[config.mk]
export PLATFORM = sky130hd
export DESIGN_NAME = mngm_dist
export DESIGN_NICKNAME = d
export VERILOG_FILES = /design/src/rtl/mngm_pkg.sv /design/src/rtl/mngm_dist.sv
export SDC_FILE = /design/constraint.sdc
export NUM_CORES = 2
export LEC_CHECK = 0
export BUFFER_PORTS_ARGS = -buffer_cell sky130_fd_sc_hd__buf_4
export CAP_MARGIN = 15
export CORE_UTILIZATION = 65
export DETAILED_ROUTE_END_ITERATION = 8
export PLACE_DENSITY = 0.83
export SLEW_MARGIN = 20
export SYNTH_ARGS = -nofsm -noshare
export SYNTH_HDL_FRONTEND = slang
export SYNTH_SLANG_ARGS = --single-unit
[constraint.sdc]
create_clock -name clk -period 9.9 [get_ports clk]
set_input_delay 1.98 -clock clk [delete_from_list [all_inputs] [get_ports clk]]
set_output_delay 1.98 -clock clk [all_outputs]
set_load 0.005 [all_outputs]
[src/rtl/mngm_pkg.sv]
// Shared types and constants of the memoized nearest glyph matcher.
// Used by every module under rtl; depends on nothing.
package mngm_pkg;

    localparam int NCOMP          = 6;
    localparam int NPAIR          = NCOMP / 2;
    localparam int COMP_W         = 18;
    localparam int GLYPH_W        = 8;
    localparam int MODE_W         = 2;
    localparam int INDEX_W        = 7;
    localparam int SQ_W           = 36;
    localparam int PAIR_W         = SQ_W + 1;
    localparam int DIST_W         = 39;
    localparam int KEY_MAX_W      = 30;
    localparam int EPOCH_W        = 4;

    localparam int CHAR_COUNT_DEF = 96;
    localparam int CACHE_BITS_DEF = 20;
    localparam int LEVEL_BITS_DEF = 5;

    localparam logic [16:0]        ONE_Q16    = 17'd65536;
    localparam int                 HALF_Q16   = 32768;
    localparam logic [GLYPH_W-1:0] SPACE_CODE = 8'h20;

    localparam logic [MODE_W-1:0] MODE_LOAD  = 2'd0;
    localparam logic [MODE_W-1:0] MODE_MATCH = 2'd1;
    localparam logic [MODE_W-1:0] MODE_CLEAR = 2'd2;

    typedef logic [NCOMP-1:0][COMP_W-1:0] shape_t;

    typedef struct packed {
        logic [GLYPH_W-1:0] code;
        shape_t             comps;
    } entry_t;

    typedef struct packed {
        logic [EPOCH_W-1:0] epoch;
        logic [GLYPH_W-1:0] code;
    } cache_line_t;

    typedef struct packed {
        logic rd;
        logic wr;
    } cache_cmd_t;

    typedef struct packed {
        logic clear;
        logic valid;
        logic last;
    } dist_ctl_t;

endpackage

[src/rtl/mngm_dist.sv]
// Distance pipeline: squared differences, pair sums, total, running minimum.
// Takes one table entry per cycle, in the cycle after its read. Depends on mngm_pkg.
module mngm_dist
    import mngm_pkg::*;
(
    input  logic               clk,
    input  logic               rst_n,
    input  dist_ctl_t          ctl,
    input  shape_t             query,
    input  entry_t             entry,
    output logic               done,
    output logic [GLYPH_W-1:0] code
);

    logic               v0_reg, v1_reg, v2_reg, v3_reg;
    logic               l0_reg, l1_reg, l2_reg, l3_reg;
    logic               done_reg;
    logic               have_reg;

    logic signed [COMP_W:0] diff_w [NCOMP];
    logic [COMP_W-1:0]      mag_w  [NCOMP];
    logic [SQ_W-1:0]        sq_next [NCOMP];
    logic [SQ_W-1:0]        sq_reg  [NCOMP];
    logic [PAIR_W-1:0]      pair_next [NPAIR];
    logic [PAIR_W-1:0]      pair_reg  [NPAIR];
    logic [DIST_W-1:0]      total_next;
    logic [DIST_W-1:0]      total_reg;
    logic [DIST_W-1:0]      best_dist_reg;
    logic [GLYPH_W-1:0]     c1_reg, c2_reg, c3_reg;
    logic [GLYPH_W-1:0]     best_code_reg;
    logic                   take;

    always_comb
    begin
        for (int i = 0; i < NCOMP; i++)
        begin
            diff_w[i] = $signed({query[i][COMP_W-1], query[i]})
                      - $signed({entry.comps[i][COMP_W-1], entry.comps[i]});
            mag_w[i]  = diff_w[i][COMP_W] ? COMP_W'(-diff_w[i]) : COMP_W'(diff_w[i]);
            sq_next[i] = SQ_W'(mag_w[i]) * SQ_W'(mag_w[i]);
        end
        for (int j = 0; j < NPAIR; j++)
        begin
            pair_next[j] = PAIR_W'(sq_reg[2*j]) + PAIR_W'(sq_reg[2*j+1]);
        end
        total_next = DIST_W'(pair_reg[0]) + DIST_W'(pair_reg[1]) + DIST_W'(pair_reg[2]);
    end

    // first entry always wins; later ones only when strictly closer
    assign take = !have_reg || (total_reg < best_dist_reg);

    always_ff @(posedge clk or negedge rst_n)
    begin
        if (!rst_n)
        begin
            v0_reg   <= 1'b0;
            v1_reg   <= 1'b0;
            v2_reg   <= 1'b0;
            v3_reg   <= 1'b0;
            l0_reg   <= 1'b0;
            l1_reg   <= 1'b0;
            l2_reg   <= 1'b0;
            l3_reg   <= 1'b0;
            done_reg <= 1'b0;
            have_reg <= 1'b0;
        end
        else
        begin
            v0_reg   <= ctl.valid;
            l0_reg   <= ctl.last;
            v1_reg   <= v0_reg;
            l1_reg   <= l0_reg;
            v2_reg   <= v1_reg;
            l2_reg   <= l1_reg;
            v3_reg   <= v2_reg;
            l3_reg   <= l2_reg;
            done_reg <= v3_reg && l3_reg;
            if (ctl.clear)
            begin
                have_reg <= 1'b0;
            end
            else if (v3_reg && take)
            begin
                have_reg <= 1'b1;
            end
        end
    end

    always_ff @(posedge clk)
    begin
        if (v0_reg)
        begin
            sq_reg <= sq_next;
            c1_reg <= entry.code;
        end
        if (v1_reg)
        begin
            pair_reg <= pair_next;
            c2_reg   <= c1_reg;
        end
        if (v2_reg)
        begin
            total_reg <= total_next;
            c3_reg    <= c2_reg;
        end
        if (ctl.clear)
        begin
            best_code_reg <= SPACE_CODE;
        end
        else if (v3_reg && take)
        begin
            best_dist_reg <= total_reg;
            best_code_reg <= c3_reg;
        end
    end

    assign done = done_reg;
    assign code = best_code_reg;

endmodule

# After elaboration in Yosys (flattened, before gate mapping)
# Index checks and enable logic that the tools add are counted.
# op_classes
addsub	17
n_mul	6
n_lt_le_gt_ge	1
mux	8
n_bitwise	1
n_reduce_logical	6
# ops
cell	n
18-bit by 18-bit multiplier with 36-bit output	6
18-bit by 18-bit subtractor with 19-bit output	6
36-bit by 36-bit adder with 37-bit output	3
18-bit two-way mux	6
18-bit negation	6
38-bit by 37-bit adder with 39-bit output	1
39-bit < comparator	1
37-bit by 37-bit adder with 38-bit output	1
1-bit logical AND	2
1-bit two-way mux	2
2-bit AND reduction	1
2-bit nonzero test	1
1-bit logical NOT	1
1-bit logical OR	1
1-bit inverter	1
# totals
reg_bits	447
inputBits	229
wordCells	64

# Logic depth before layout (Yosys ltp)
# depth
word_depth	5
mapped_depth	44

# Least setup slack after synthesis
# Ideal clock, no wire load.
# synth_timing
path_kind	input-to-reg
startpoint	input query[54] (netlist name)
endpoint	register sq_reg[104] (netlist name), data pin
setup_time_ps	137
arrival_ps	10910
path_slack_ps	-1147
path_stages	37
n_path_buf	1
cell_sequence	inv_1 > ha_1 > fa_1 > nand2b_1 > a21boi_0 > o21ai_0 > a21oi_1 > o2111ai_1 > a21boi_0 > o31a_1 > o21ai_1 > and2_1 > xor2_1 > inv_1 > buf_2 > nor2_1 > inv_1 > fa_1 > fa_1 > fa_1 > fa_1 > fa_1 > inv_1 > fa_1 > ha_1 > a21o_1 > a21oi_1 > nor2b_1 > nor4_1 > a22o_1 > o21ai_0 > a211oi_1 > o31a_1 > o21bai_1 > a21oi_1 > or4b_2 > nand4_1
# synth_lines
item	line	text
start: declaration	mngm_dist.sv:9	input shape_t query,
end signal: assignment	mngm_dist.sv:93	sq_reg <= sq_next;
end: declaration	mngm_dist.sv:23	logic [SQ_W-1:0] sq_reg [NCOMP];

==> flow_metrics.tcl <==
set metrics [dict create \
    outcome "finished with violations" \
    violations "negative setup slack" \
    avgSynthCellArea_sq_um 9.47 \
    fmax_mhz 95.8 \
    setup_slack_ns -0.541 \
    tns_ns -7.95 \
    vias_per_cell 5.71 \
    rows 129 \
    yosysWarnings 0 \
    clock_path_buffers 3 \
    grt_busiest_layer "met2" \
    routabilityCongestion 0.983 \
    clkLatencyLatePin_ns 0.61 \
    ys_seq_elements 441 \
    portBuffers 237 \
    root_buffer "clkbuf_16" \
    seqCellArea_sq_um 13100 \
    htreeDepth 2 \
    drv_cap 0 \
    io_pins 238 \
    worstMarginPinSlew_ns 1.09 \
    grt_first_pass_wirelength_um 360000 \
    multiInputGateArea_sq_um 63000 \
    design.die.area_sq_um 126000 \
    syn_inst 8540 \
    crit_type "in -> reg" \
    die_h_um 355 \
    first_global_vias 73500 \
    initial_core_util_pct 65.5 \
    cp_slowest_cell "or4_4" \
    drtIter0Drc 5490 \
    fillers 6555 \
    grt_max_degree 152 \
    post-route-util_pct 83.1 \
    dieWidth_um 355 \
    cts_tree "yes" \
    synth.top_cells.by_area "fa_1 33%, edfxtp_1 16%, ha_1 15%" \
    route.detailed.drc 0 \
    path_common_cell "fa_1" \
    ys_types 104 \
    finalSetupViolCount 36 \
    drv_slew 0 \
    firstDrtPassIters 8 \
    synthFlopType "edfxtp_1" \
    min_path_type "reg -> reg" \
    synth_common_cells "2,146 x inv_1, 1,349 x fa_1, 940 x ha_1, 818 x nor2_1, 497 x nand2_1" \
    async_flop_share_pct 2.27 \
    yosysTopAreaCell "fa_1" \
    cts-buffers-inserted 47 \
    clock_sinks 441 \
    grtUsageMet3_pct 4.24 \
    synth_edf_count 423 \
    finish.instance_area_sq_um 103000 \
    critical_path_arrival_ns 10.79 \
    netlist_area_sq_um 80900 \
    post_dp_cell_area_sq_um 97500 \
    antenna_found_initial 3 \
    skew_ns 0.0347 \
    nets 12900 \
    syn_nets 11100 \
    worst_setup_path_start_kind "input pin" \
    overflow 0 \
    final_layout_size_suffix_gt1_share_pct 26.2 \
    core_area_sq_um 123000 \
    worstPathRequired_ns 10.25 \
    via_count 68700 \
    grt_util_all_layers_pct 35.8 \
    slowest_delay_ns 0.57 \
    synth.most_common_cell "inv_1" \
    crit_fanout 8 \
    largest_register_ffs 210 \
    hpwlAfterDp_um 183000 \
    timing.hold.ws_ns 0.349 \
    syn_to_final_growth_pct 26.9 \
    min_period_over_period_pct 105 \
    wl_per_cell_um 19.7 \
    critPathCaptureType "register" \
    rsz0062_at_grt "true" \
    path_clk_slew_ns 0.06 \
    wl_um 237000 \
    use_met2_pct 64.2 \
    slew_headroom_pct 27.3 \
    period_needed_ns 10.44 \
    ys_seq_area_share_pct 16.2 \
    hold_viol 0 \
    grt_util_met1_pct 42.4 \
    synth_top_area_share_pct 33.4 \
    ant_nets 0 \
]
-- metal layers --
| metal | part of all wire (%) | vias to the layer above |
|---|---|---|
| li1 | - | 30400 |
| met1 | 35 | 33800 |
| met2 | 50 | 3359 |
| met3 | 7.4 | 1136 |
| met4 | 6.9 | 4 |
| met5 | 0.011 | - |
-- logic make-up after synthesis --
logic type / share of synthesized area, %
xor gates and xnor gates: 5.19
DFF: 16.2
muxes: 0.231
AOI/OAI and AO/OA: 8.70
buffers and inverters: 10.8
and+or+nand+nor: 11.0
adders and majority gates: 47.9
-- worst paths after layout --
kind                                       startpoint                      end  slack [ns]  cells after the start
worst max-delay path                         query[0]    sq_reg[215]$_DFFE_PP_       -0.54                     36
worst min-delay path                 l1_reg$_DFF_PN0_         l2_reg$_DFF_PN0_        0.35                      0
worst max register to register  pair_reg[1]$_DFFE_PP_  total_reg[37]$_DFFE_PP_        4.82                     17
worst min register to register       l1_reg$_DFF_PN0_         l2_reg$_DFF_PN0_        0.35                      0
max in group asynchronous                       rst_n         v0_reg$_DFF_PN0_        8.52                      1
min in group asynchronous                       rst_n         l0_reg$_DFF_PN0_        1.20                      1
-- what timing repair did --
| item | 4_1_cts | 5_1_grt |
|---|---|---|
| buffers inserted | 85 | 83 |
| hold buffers | 0 | 0 |
| endpoints found under the setup margin | 41 | 80 |
| resized for setup | 206 | 333 |
| gates cloned | 2 | 4 |
| pin swaps | 155 | 226 |
-- placed cells by master (no fill, tap or decap), types with 25 or more instances in the layout --
master     count
xor2_1       123
nand2_2       29
nand4_1       29
nor3_1        91
o21ai_0      128
inv_2         82
fa_1        1306
xnor2_1      261
o21bai_1      41
nand2_1      465
nor2_2        63
fa_2          43
ha_4          58
nand3_1       79
clkbuf_16     48
or2_2         43
xnor2_2       43
nor2_1       733
ha_1         874
a21oi_1      218
nand2b_1     100
buf_6         47
or3_1         29
o21ai_1       34
clkinv_1      25
and3_1        42
a21oi_2       53
inv_1       2076
buf_4       1801
edfxtp_1     423
a21o_1       144
o21a_1        78
nor2b_1       69
-- critical path, delay by kind of cell --
kind / cells / cell delay (ns)
AOI/OAI and AO/OA: 11 / 2.30
buffers and inverters: 7 / 0.73
xor gates and xnor gates: 3 / 0.67
adders and majority gates: 9 / 3.78
and+or+nand+nor: 6 / 1.30
-- layout make-up --
type                       count  area share, %
clock buffer                  54           1.17
sequential                   441           12.8
multi-input combinational   5789           61.5
antenna                        1        0.00244
inverter                    2199           8.13
clock inverter                32          0.305
timing repair buffer        1874           14.2
tap                         1637           2.00
-- metrics by stage --
stage / instances / setup WS, ns
4_1_cts: 11900 / -0.137
3_3_place_gp: 11800 / -0.691
6_report: 12000 / -0.541
2_1_floorplan: 8540 / -0.333
3_5_place_dp: 11800 / -0.987
5_1_grt: 12000 / -0.830
Power is not shown: default switching activity piles up to over one toggle a cycle in this logic, so the estimate is an artifact.
